==> src/rtl/pccm_pkg.sv <==
// Shared constants and types for the pixel cluster centroid core.
package pccm_pkg;

   localparam int MaxHitsDefault   = 64;
   localparam int CoordBitsDefault = 10;
   localparam int FracBitsDefault  = 8;

   localparam int ColumnW = 10;
   localparam int RowW    = 10;
   localparam int LabelW  = 16;
   localparam int CenterW = 18;
   localparam int CountW  = 7;

   // Input beat packing: column, row, label (last_hit travels as tlast).
   localparam int ReqDataW = 40;
   // Result beat packing: column_center, row_center, majority_label, hit_count, overflow.
   localparam int RspDataW = 64;

   // One hit as handed from the front end to the back end.
   typedef struct packed {
      logic [ColumnW-1:0] column;
      logic [RowW-1:0]    row;
      logic [LabelW-1:0]  label;
      logic               last_hit;
   } hit_type;

   // Back-end sequencer states.
   typedef enum logic [2:0] {
      ST_IDLE,
      ST_LOOK,
      ST_SCAN,
      ST_DIV,
      ST_OUT
   } seq_state_type;

endpackage

==> src/rtl/pccm_ram.sv <==
// Generic single-port-write, single-port-read RAM with registered read data.
module pccm_ram #(
   parameter int Width = 16,
   parameter int Depth = 64
) (
   input  logic                     clock,
   input  logic                     wr_en,
   input  logic [$clog2(Depth)-1:0] wr_addr,
   input  logic [Width-1:0]         wr_data,
   input  logic [$clog2(Depth)-1:0] rd_addr,
   output logic [Width-1:0]         rd_data
);
   logic [Width-1:0] mem [Depth];
   logic [Width-1:0] rd_data_ff;

   always_ff @(posedge clock) begin
      if (wr_en) begin
         mem[wr_addr] <= wr_data;
      end
      rd_data_ff <= mem[rd_addr];
   end

   assign rd_data = rd_data_ff;
endmodule

==> src/rtl/pccm_queue.sv <==
// Two-entry hit queue between the front end and the back end.
module pccm_queue (
   input  logic              clock,
   input  logic              reset,
   input  logic              push,
   input  pccm_pkg::hit_type push_data,
   output logic              full,
   input  logic              pop,
   output logic              empty,
   output pccm_pkg::hit_type pop_data
);
   import pccm_pkg::*;

   hit_type     slot_ff [2];
   logic        wr_ptr_ff, wr_ptr_in;
   logic        rd_ptr_ff, rd_ptr_in;
   logic [1:0]  count_ff, count_in;

   always_comb begin
      wr_ptr_in = wr_ptr_ff ^ push;
      rd_ptr_in = rd_ptr_ff ^ pop;
      count_in  = count_ff + {1'b0, push} - {1'b0, pop};
   end

   always_ff @(posedge clock) begin
      if (reset) begin
         wr_ptr_ff <= 1'b0;
         rd_ptr_ff <= 1'b0;
         count_ff  <= 2'd0;
      end else begin
         wr_ptr_ff <= wr_ptr_in;
         rd_ptr_ff <= rd_ptr_in;
         count_ff  <= count_in;
      end
   end

   always_ff @(posedge clock) begin
      if (push) begin
         slot_ff[wr_ptr_ff] <= push_data;
      end
   end

   assign full     = count_ff == 2'd2;
   assign empty    = count_ff == 2'd0;
   assign pop_data = slot_ff[rd_ptr_ff];

   a_no_overrun : assert property (@(posedge clock) disable iff (reset)
      full |-> !push) else $error("queue pushed while full");
   a_no_underrun : assert property (@(posedge clock) disable iff (reset)
      empty |-> !pop) else $error("queue popped while empty");
   a_count_ok : assert property (@(posedge clock) disable iff (reset)
      count_ff != 2'd3) else $error("queue count out of range");
endmodule

==> src/rtl/pccm_back.sv <==
// Back end: accumulates hits, tallies labels, finds the mode, divides.
module pccm_back #(
   parameter int MaxHits   = pccm_pkg::MaxHitsDefault,
   parameter int CoordBits = pccm_pkg::CoordBitsDefault,
   parameter int FracBits  = pccm_pkg::FracBitsDefault
) (
   input  logic                          clock,
   input  logic                          reset,
   input  logic                          skip_label,
   input  logic                          q_empty,
   input  pccm_pkg::hit_type             q_data,
   output logic                          q_pop,
   output logic                          res_valid,
   input  logic                          res_ready,
   output logic [pccm_pkg::CenterW-1:0]  res_col,
   output logic [pccm_pkg::CenterW-1:0]  res_row,
   output logic [pccm_pkg::LabelW-1:0]   res_label,
   output logic [pccm_pkg::CountW-1:0]   res_count,
   output logic                          res_ovf
);
   import pccm_pkg::*;

   localparam int AddrW  = (MaxHits > 1) ? $clog2(MaxHits) : 1;
   localparam int CntW   = $clog2(MaxHits + 1);
   localparam int SumW   = CoordBits + CntW;
   localparam int DivW   = SumW + FracBits;
   localparam int DivStW = $clog2(DivW + 1);

   seq_state_type state_ff, state_in;

   logic [SumW-1:0]  csum_ff, csum_in, rsum_ff, rsum_in;
   logic [CntW-1:0]  hits_ff, hits_in, dist_ff, dist_in;
   logic             drop_ff, drop_in;
   logic [AddrW-1:0] idx_ff, idx_in;
   logic [CntW-1:0]  ptr_ff, ptr_in;      // scan position, lags read address by one
   logic             hit_last_ff, hit_last_in;
   logic [LabelW-1:0] lab_ff, lab_in;
   logic [LabelW-1:0] best_ff, best_in;
   logic [CntW-1:0]  best_n_ff, best_n_in;
   logic [DivW-1:0]  qc_ff, qc_in, qr_ff, qr_in;
   logic [CntW:0]    rc_ff, rc_in, rr_ff, rr_in;
   logic [DivStW-1:0] dstep_ff, dstep_in;
   logic             found_ff, found_in;

   // RAM ports
   logic             st_we, ta_we;
   logic [AddrW-1:0] st_wa, ta_wa, rd_a;
   logic [LabelW-1:0] st_wd, st_rd;
   logic [CntW-1:0]  ta_wd, ta_rd;

   pccm_ram #(.Width(LabelW), .Depth(MaxHits)) u_store (
      .clock(clock), .wr_en(st_we), .wr_addr(st_wa), .wr_data(st_wd),
      .rd_addr(rd_a), .rd_data(st_rd));
   pccm_ram #(.Width(CntW), .Depth(MaxHits)) u_tally (
      .clock(clock), .wr_en(ta_we), .wr_addr(ta_wa), .wr_data(ta_wd),
      .rd_addr(rd_a), .rd_data(ta_rd));

   logic take, room;
   logic [CntW:0] tc, tr;
   assign room = hits_ff != CntW'(MaxHits);
   assign take = (state_ff == ST_IDLE) && !q_empty;
   assign tc = {rc_ff[CntW-1:0], qc_ff[DivW-1]};
   assign tr = {rr_ff[CntW-1:0], qr_ff[DivW-1]};

   // Next state.
   always_comb begin
      state_in = state_ff;
      unique case (state_ff)
         ST_IDLE: if (take) begin
            if (room && q_data.label != '0) state_in = ST_LOOK;
            else if (q_data.last_hit) state_in = ST_SCAN;
         end
         ST_LOOK: if (found_ff) begin
            state_in = hit_last_ff ? ST_SCAN : ST_IDLE;
         end
         ST_SCAN: if (ptr_ff == dist_ff) state_in = ST_DIV;
         ST_DIV:  if (dstep_ff == DivStW'(DivW)) state_in = ST_OUT;
         ST_OUT:  if (res_ready) state_in = ST_IDLE;
         default: state_in = ST_IDLE;
      endcase
   end

   // Datapath and outputs.
   always_comb begin
      csum_in = csum_ff; rsum_in = rsum_ff; hits_in = hits_ff; dist_in = dist_ff;
      drop_in = drop_ff; idx_in = idx_ff; ptr_in = ptr_ff; hit_last_in = hit_last_ff;
      lab_in = lab_ff; best_in = best_ff; best_n_in = best_n_ff;
      qc_in = qc_ff; qr_in = qr_ff; rc_in = rc_ff; rr_in = rr_ff;
      dstep_in = dstep_ff; found_in = found_ff;
      st_we = 1'b0; ta_we = 1'b0; st_wa = dist_ff[AddrW-1:0]; ta_wa = dist_ff[AddrW-1:0];
      st_wd = lab_ff; ta_wd = CntW'(1); rd_a = idx_ff;
      q_pop = 1'b0;
      unique case (state_ff)
         ST_IDLE: begin
            q_pop = take;
            rd_a = '0;
            if (take) begin
               hit_last_in = q_data.last_hit;
               lab_in = q_data.label;
               idx_in = AddrW'(1);
               ptr_in = '0;
               found_in = 1'b0;
               best_in = '0; best_n_in = '0;
               if (room) begin
                  csum_in = csum_ff + SumW'(q_data.column[CoordBits-1:0]);
                  rsum_in = rsum_ff + SumW'(q_data.row[CoordBits-1:0]);
                  hits_in = hits_ff + CntW'(1);
               end else begin
                  drop_in = 1'b1;
               end
            end
         end
         ST_LOOK: begin
            // ptr_ff is the entry whose data is on the RAM outputs.
            if (!found_ff) begin
               if (ptr_ff == dist_ff) begin
                  st_we = 1'b1; ta_we = 1'b1;
                  dist_in = dist_ff + CntW'(1);
                  found_in = 1'b1;
               end else if (st_rd == lab_ff) begin
                  ta_we = 1'b1; ta_wa = ptr_ff[AddrW-1:0]; ta_wd = ta_rd + CntW'(1);
                  found_in = 1'b1;
               end else begin
                  ptr_in = ptr_ff + CntW'(1);
                  idx_in = idx_ff + AddrW'(1);
               end
            end
            // Table write has landed; start the read of entry 0 for the scan.
            if (found_ff) begin
               rd_a = '0; idx_in = AddrW'(1); ptr_in = '0;
            end
         end
         ST_SCAN: begin
            if (ptr_ff != dist_ff) begin
               if (ta_rd > best_n_ff || (ta_rd == best_n_ff && st_rd < best_ff)) begin
                  best_in = st_rd; best_n_in = ta_rd;
               end
               ptr_in = ptr_ff + CntW'(1);
               idx_in = idx_ff + AddrW'(1);
            end else begin
               qc_in = DivW'(csum_ff) << FracBits;
               qr_in = DivW'(rsum_ff) << FracBits;
               rc_in = '0; rr_in = '0; dstep_in = '0;
            end
         end
         ST_DIV: begin
            // Restoring division, one quotient bit per cycle for each center.
            if (dstep_ff != DivStW'(DivW)) begin
               qc_in = {qc_ff[DivW-2:0], tc >= {1'b0, hits_ff}};
               rc_in = (tc >= {1'b0, hits_ff}) ? tc - {1'b0, hits_ff} : tc;
               qr_in = {qr_ff[DivW-2:0], tr >= {1'b0, hits_ff}};
               rr_in = (tr >= {1'b0, hits_ff}) ? tr - {1'b0, hits_ff} : tr;
               dstep_in = dstep_ff + DivStW'(1);
            end
         end
         ST_OUT: begin
            if (res_ready) begin
               csum_in = '0; rsum_in = '0; hits_in = '0; dist_in = '0; drop_in = 1'b0;
            end
         end
         default: ;
      endcase
   end

   always_ff @(posedge clock) begin
      if (reset) begin
         state_ff <= ST_IDLE;
         csum_ff <= '0; rsum_ff <= '0; hits_ff <= '0; dist_ff <= '0; drop_ff <= 1'b0;
      end else begin
         state_ff <= state_in;
         csum_ff <= csum_in; rsum_ff <= rsum_in; hits_ff <= hits_in;
         dist_ff <= dist_in; drop_ff <= drop_in;
      end
   end

   always_ff @(posedge clock) begin
      idx_ff <= idx_in; ptr_ff <= ptr_in; hit_last_ff <= hit_last_in; lab_ff <= lab_in;
      best_ff <= best_in; best_n_ff <= best_n_in; qc_ff <= qc_in; qr_ff <= qr_in;
      rc_ff <= rc_in; rr_ff <= rr_in; dstep_ff <= dstep_in; found_ff <= found_in;
   end

   assign res_valid = state_ff == ST_OUT;
   assign res_col   = CenterW'(qc_ff);
   assign res_row   = CenterW'(qr_ff);
   assign res_label = skip_label ? '0 : best_ff;
   assign res_count = CountW'(hits_ff);
   assign res_ovf   = drop_ff;

   a_hits_cap : assert property (@(posedge clock) disable iff (reset)
      hits_ff <= CntW'(MaxHits)) else $error("hit count above capacity");
   a_dist_le_hits : assert property (@(posedge clock) disable iff (reset)
      dist_ff <= hits_ff) else $error("more labels than hits");
   a_clear_after_out : assert property (@(posedge clock) disable iff (reset)
      (res_valid && res_ready) |=> (hits_ff == '0 && !drop_ff))
      else $error("cluster not cleared after result");
   a_out_nonzero : assert property (@(posedge clock) disable iff (reset)
      res_valid |-> hits_ff != '0) else $error("result with no hits");
endmodule

==> src/rtl/pccm_front.sv <==
// Front end: accepts hit beats, unpacks them and pushes them into the queue.
module pccm_front #(
   parameter int CoordBits = pccm_pkg::CoordBitsDefault
) (
   input  logic                          req_tvalid,
   output logic                          req_tready,
   input  logic [pccm_pkg::ReqDataW-1:0] req_tdata,
   input  logic                          req_tlast,
   input  logic                          q_full,
   output logic                          q_push,
   output pccm_pkg::hit_type             q_data
);
   import pccm_pkg::*;

   assign req_tready = !q_full;
   assign q_push     = req_tvalid && !q_full;

   // Keep only the coordinate bits in use; upper bits are dropped here.
   always_comb begin
      q_data.column   = ColumnW'(req_tdata[CoordBits-1:0]);
      q_data.row      = RowW'(req_tdata[ColumnW +: CoordBits]);
      q_data.label    = req_tdata[ColumnW+RowW +: LabelW];
      q_data.last_hit = req_tlast;
   end
endmodule

==> src/rtl/pixel_cluster_centroid_and_mode_core.sv <==
// Top level of the pixel cluster centroid and majority label core.
// Hits of one cluster arrive one beat each (column, row, label; tlast marks the
// last hit). The front end lands each beat in a two-entry queue; the back end
// adds column and row into running sums, then looks the label up in a label
// table held in RAM, walking the table one entry per cycle until the match or
// the free slot. Unlabeled and dropped hits skip the table walk. On the last hit
// the back end scans the table once for the most frequent label, smallest on
// ties, then runs a restoring divider producing one quotient bit per cycle for
// both centers, and holds the result beat until taken. Hits past MAX_HITS are
// dropped and flagged. skip_label is applied live while the result shows.
module pixel_cluster_centroid_and_mode_core #(
   parameter int MaxHits   = pccm_pkg::MaxHitsDefault,
   parameter int CoordBits = pccm_pkg::CoordBitsDefault,
   parameter int FracBits  = pccm_pkg::FracBitsDefault
) (
   input  logic                          clock,
   input  logic                          reset,
   input  logic                          csr_wr_en,
   input  logic                          csr_wr_data,   // skip_label
   input  logic                          req_tvalid,
   output logic                          req_tready,
   // [9:0] column, [19:10] row, [35:20] label, [39:36] zero
   input  logic [pccm_pkg::ReqDataW-1:0] req_tdata,
   input  logic                          req_tlast,     // last_hit
   output logic                          rsp_tvalid,
   input  logic                          rsp_tready,
   // [17:0] column_center, [35:18] row_center, [51:36] majority_label,
   // [58:52] hit_count, [59] overflow, [63:60] zero
   output logic [pccm_pkg::RspDataW-1:0] rsp_tdata
);
   import pccm_pkg::*;

   logic    skip_ff, skip_in;
   logic    q_full, q_push, q_empty, q_pop;
   hit_type q_in, q_out;
   logic [CenterW-1:0] col_c, row_c;
   logic [LabelW-1:0]  maj;
   logic [CountW-1:0]  cnt;
   logic               ovf;

   // Hold skip_label until rewritten.
   assign skip_in = csr_wr_en ? csr_wr_data : skip_ff;
   always_ff @(posedge clock) begin
      if (reset) skip_ff <= 1'b0;
      else       skip_ff <= skip_in;
   end

   pccm_front #(.CoordBits(CoordBits)) u_front (
      .req_tvalid(req_tvalid), .req_tready(req_tready), .req_tdata(req_tdata),
      .req_tlast(req_tlast), .q_full(q_full), .q_push(q_push), .q_data(q_in));

   pccm_queue u_queue (
      .clock(clock), .reset(reset), .push(q_push), .push_data(q_in), .full(q_full),
      .pop(q_pop), .empty(q_empty), .pop_data(q_out));

   pccm_back #(.MaxHits(MaxHits), .CoordBits(CoordBits), .FracBits(FracBits)) u_back (
      .clock(clock), .reset(reset), .skip_label(skip_ff), .q_empty(q_empty),
      .q_data(q_out), .q_pop(q_pop), .res_valid(rsp_tvalid), .res_ready(rsp_tready),
      .res_col(col_c), .res_row(row_c), .res_label(maj), .res_count(cnt),
      .res_ovf(ovf));

   // Pack the result beat, lowest field first.
   assign rsp_tdata = {4'b0, ovf, cnt, maj, row_c, col_c};

   a_rsp_hold : assert property (@(posedge clock) disable iff (reset)
      (rsp_tvalid && !rsp_tready) |=> rsp_tvalid) else $error("result dropped");
   a_rsp_stable : assert property (@(posedge clock) disable iff (reset)
      (rsp_tvalid && !rsp_tready && !csr_wr_en) |=> $stable(rsp_tdata))
      else $error("result changed while stalled");
   a_ready_full : assert property (@(posedge clock) disable iff (reset)
      req_tready == !q_full) else $error("ready not tied to queue space");
endmodule
==> config.mk <==
export PLATFORM = sky130hd
export DESIGN_NAME = pixel_cluster_centroid_and_mode_core
export DESIGN_NICKNAME = d
export VERILOG_FILES = /design/src/rtl/pccm_pkg.sv /design/src/rtl/pccm_ram.sv /design/src/rtl/pccm_queue.sv /design/src/rtl/pccm_back.sv /design/src/rtl/pccm_front.sv /design/src/rtl/pixel_cluster_centroid_and_mode_core.sv
export SDC_FILE = /design/constraint.sdc
export NUM_CORES = 2
export LEC_CHECK = 0
export ABC_CLOCK_PERIOD_IN_PS = 8300
export BUFFER_PORTS_ARGS = -buffer_cell sky130_fd_sc_hd__buf_2
export CAP_MARGIN = 10
export CORE_MARGIN = 4
export CORE_UTILIZATION = 60
export CTS_CLUSTER_SIZE = 24
export DETAILED_ROUTE_END_ITERATION = 10
export MAX_ROUTING_LAYER = met4
export PLACE_DENSITY = 0.77
export SETUP_SLACK_MARGIN = 0.2
export SYNTH_ARGS = -nofsm -noshare
export SYNTH_HDL_FRONTEND = slang
export SYNTH_SLANG_ARGS = --single-unit
==> constraint.sdc <==
create_clock -name clock -period 8.3 [get_ports clock]
set_clock_uncertainty 0.2 [all_clocks]
set_input_delay 2.075 -clock clock [delete_from_list [all_inputs] [get_ports clock]]
set_output_delay 2.075 -clock clock [all_outputs]
set_load 0.005 [all_outputs]
==> results.md <==
- The top cell type's share of synthesized area is 69.5%.
- The number of buffers inserted by port buffering is 104.
- The arrival time reported for the critical path endpoint is 2870 ps.
- The number of routed nets with antenna violations is 0.
- The later-pin clock latency in the skew report is 800 ps.
- The number of antenna violations at the first check in global routing is 7.
- After detailed routing, the number of remaining DRC violations is 0.
- The horizontal die dimension is 355 um.
- The library cell with the largest summed area after synthesis is edfxtp_1.
- The worst setup margin is 3150 ps.
- The number of synthesis warnings is 0.
- The cell leakage power is 0.0251 uW.
- After legalization and detailed placement, the total HPWL measured 102000 um.
- The class of the tightest hold or removal check is reg2reg.
- The number of setup buffers added after CTS is 0.
- For the final routed database, the setup TNS stands at 0 ps.
- The netlist uses 76 different library cells.
- The final hold violation count is 0.
- The clock period minus final worst setup slack is 5150 ps.
- Setup repair after global routing left no endpoint under its margin.
- The reported max-cap violation count is 0.
- The sequential element share of the synthesized area is 71.7%.
- The initial cell density of the core is 60.8%.
- The transition time of the tightest slew-check pin is 1300 ps.
- The fraction of layout cells with a size suffix above 1 is 12.1%.
- Excluding fillers, the count of instances in the completed layout stands at 6638.
- The total global routing overflow is 0.
- The kind of launch point of the worst setup path is a flip-flop.
- The count of state elements after synthesis is 1749.
- Row generation in the floorplan step produced 126 rows.
- The number of buffers inserted by hold repair at cts is 0.
- Before CTS, the worst setup slack after placement is 3260 ps.
- The top-level port count is 113.
- The placer congestion estimate is 0.876.
- The largest single stage delay on the critical path is 570 ps.
- Summing all placed instances gives a cell area of 74200 um2.
- The clock net in this run drives a total of 1749 sinks.
- The routed design has 180000 um of wire.
- The run finished with clean final reports.
- The largest individual stage delay along the critical path comes from the cell inv_1.
- In the final routed layout, each cell accounts on average for 27.2 um.
- The worst path required time is 6030 ps.
- The number of max-slew violations in the final report is 0.
- In this run, synthesis inferred 1669 flip-flops with an integrated enable.
- After floorplanning, the core was sized to cover 119000 um2.
- By count the netlist is led by edfxtp_1 (1669), nor2_1 (324), a211oi_1 (264).
- The first global-routing pass estimated 268000 um of wire.
- TritonCTS built the clock tree.
- Synthesis produced a netlist whose cell count is 4887.
- The peak ir drop on the vdd network is 0.327 mV.
- Walking the worst path, the cells encountered are buf_4 > nor2_1 > nand2_1 > inv_1 > buf_2.
- The finished cells cover 79400 um2.
- The sort of element at the end of the critical path is an output port.
- Counting flops with an async set or reset pin after synthesis yields a share of 0%.
- After clock tree synthesis, the clock-pin slew on the worst setup and hold paths is 60 ps.
- The critical path class is reg2out.
- The number of nets in the finished design is 5020.
- The number of global-route vias before repair was 43100.
- The area growth from synthesis to layout is 10.0%.
- The overall track demand over capacity in global routing is 29.0%.
- The library cell with the highest instance count after synthesis is edfxtp_1.
- The first routing iteration left 6496 violations.
- The final worst hold slack is 279 ps.
- The height of the die is 355 um.
- The power density over cell area is 305 nW/um2.
- In this run the tightest slew margin relative to its limit is 12.3%.
- The post-CTS resize count is 0.
- The final critical-path share of the clock period is 62.0%.
- The longest clock path from root to sink contains 3 buffers.
- The number of placed instances, taps included, is 6330.
- For this block, the via count after detailed routing is 44800.
- The primary flip-flop cell chosen by synthesis mapping is edfxtp_1.
- The via count normalized by instance count is 6.75.
- By area the synthesized netlist is led by edfxtp_1 (69%), o221ai_1 (3.1%), a211oi_1 (2.7%).
- Counting the buffers created by CTS gives 166.
- The H-tree was split into 4 levels.
- The die area is 126000 um2.
- Of all nets on the critical path, the largest fanout is 36.
- The first detailed-routing pass ran for 7 iterations.
- The average cell area after synthesis is 14.8 um2.
- Setup violations remaining at the end of the flow were counted as 0.
- The maximum achievable frequency is 194 MHz.
- The pin count of the biggest net entering global routing is 201.
- Clock tree synthesis selected as its root buffer the cell clkbuf_16.
- The cell area that synthesis handed to floorplanning was 72100 um2.
## sequential cells by signal (all words and copies together), names as in the netlist, 16 cells and up
signal and flops:
u_queue.slot_ff 74, u_back.u_store.rd_data 16, u_back.qr_ff 25, u_back.qc_ff 25, u_back.u_tally.mem 448, u_back.u_store.mem 1024, u_back.csum_ff 17, u_back.lab_ff 16
u_back.best_ff 16, u_back.rsum_ff 17
## area by class of cell
cell class | instances | area, um2
Sequential cell | 1749 | 51700
Fill cell | 7749 | 39300
Multi-Input combinational cell | 2679 | 18600
Clock buffer | 223 | 4510
Tap cell | 1600 | 2000
Timing Repair Buffer | 247 | 1690
Clock inverter | 78 | 653
Inverter | 58 | 218
Antenna cell | 4 | 10.0
## cell families (layout without fill, tap and decap cells)
family / Yosys count / count (layout) / share of synthesized area [%]
simple gates: 1191 / 1191 / 8.55
xor+xnor: 62 / 62 / 0.753
mux: 169 / 169 / 2.49
flops: 1749 / 1749 / 71.7
compound gates: 1181 / 1181 / 12.4
fa+ha+maj: 72 / 72 / 1.29
buf+inv: 462 / 606 / 2.84
other cells: 1 / 8 / 0.00520
## metal layers
layer  up-vias  GRT usage [%]  routed length (um)  share of wire (%)
li1      19400              -                   -                  -
met1     22200           39.6               68500                 38
met2      2760           44.5               85600                 47
met3       402           5.75               20200                 11
met4         0           9.67                6090                3.4
met5         -              -                   0                  0
## cells in the final DEF, fill, tap and decap left out, drive strengths merged, types with 5 or more instances in the layout
master,instances
nand2b,77
nand3,108
o22ai,26
mux2,85
and2,135
clkbuf,225
a21o,7
buf,245
nor3,78
a21boi,7
mux2i,84
xor2,33
edfxtp,1669
o31ai,6
nand4,14
o211ai,30
bufinv,9
nor4,20
o21ai,56
a221oi,115
nor2b,207
o21a,17
a211oi,264
xnor2,29
and3,29
inv,61
ha,68
nand2,154
or4,10
o311a,5
a21oi,151
a31oi,73
o32ai,23
dfxtp,80
clkinv,65
o221ai,254
nor2,326
or3,13
o311ai,118
## stage by stage
step                total power (uW)  util [%]
floorplan                      14800         -
global placement               16700      62.5
detailed placement             16900      62.5
CTS                            24100      66.8
global route                   25000      66.9
finish                         24200      66.9
## report_power, final
group          switching (uW)  internal (uW)  total, uW  leakage (uW)
clock network            3160           4090       7260       0.00253
logic                    4290           1660       5950       0.00693
registers                 323          10700      11000        0.0156
## path summary, 6_finish.rpt
path	cells past startpoint	from	end	slack, ps
worst max-delay path	5	u_back.state_ff[1]$_SDFFE_PP0P_	rsp_tvalid	3150
worst max register to register	7	u_back.lab_ff[12]$_DFFE_PP_	u_back.u_tally.mem[34][5]$_DFFE_PP_	3160
worst min register to register	2	u_back.csum_ff[3]$_SDFFE_PP0P_	u_back.csum_ff[3]$_SDFFE_PP0P_	280
worst min-delay path	2	u_back.csum_ff[3]$_SDFFE_PP0P_	u_back.csum_ff[3]$_SDFFE_PP0P_	280
## worst max-delay path, delay by kind of cell (launching register included)
| family | cells | cell delay, ps |
|---|---|---|
| buf+inv | 3 | 1030 |
| simple gates | 2 | 750 |
| flops | 1 | 290 |
No activity file was read; power rests on OpenSTA's default activity.
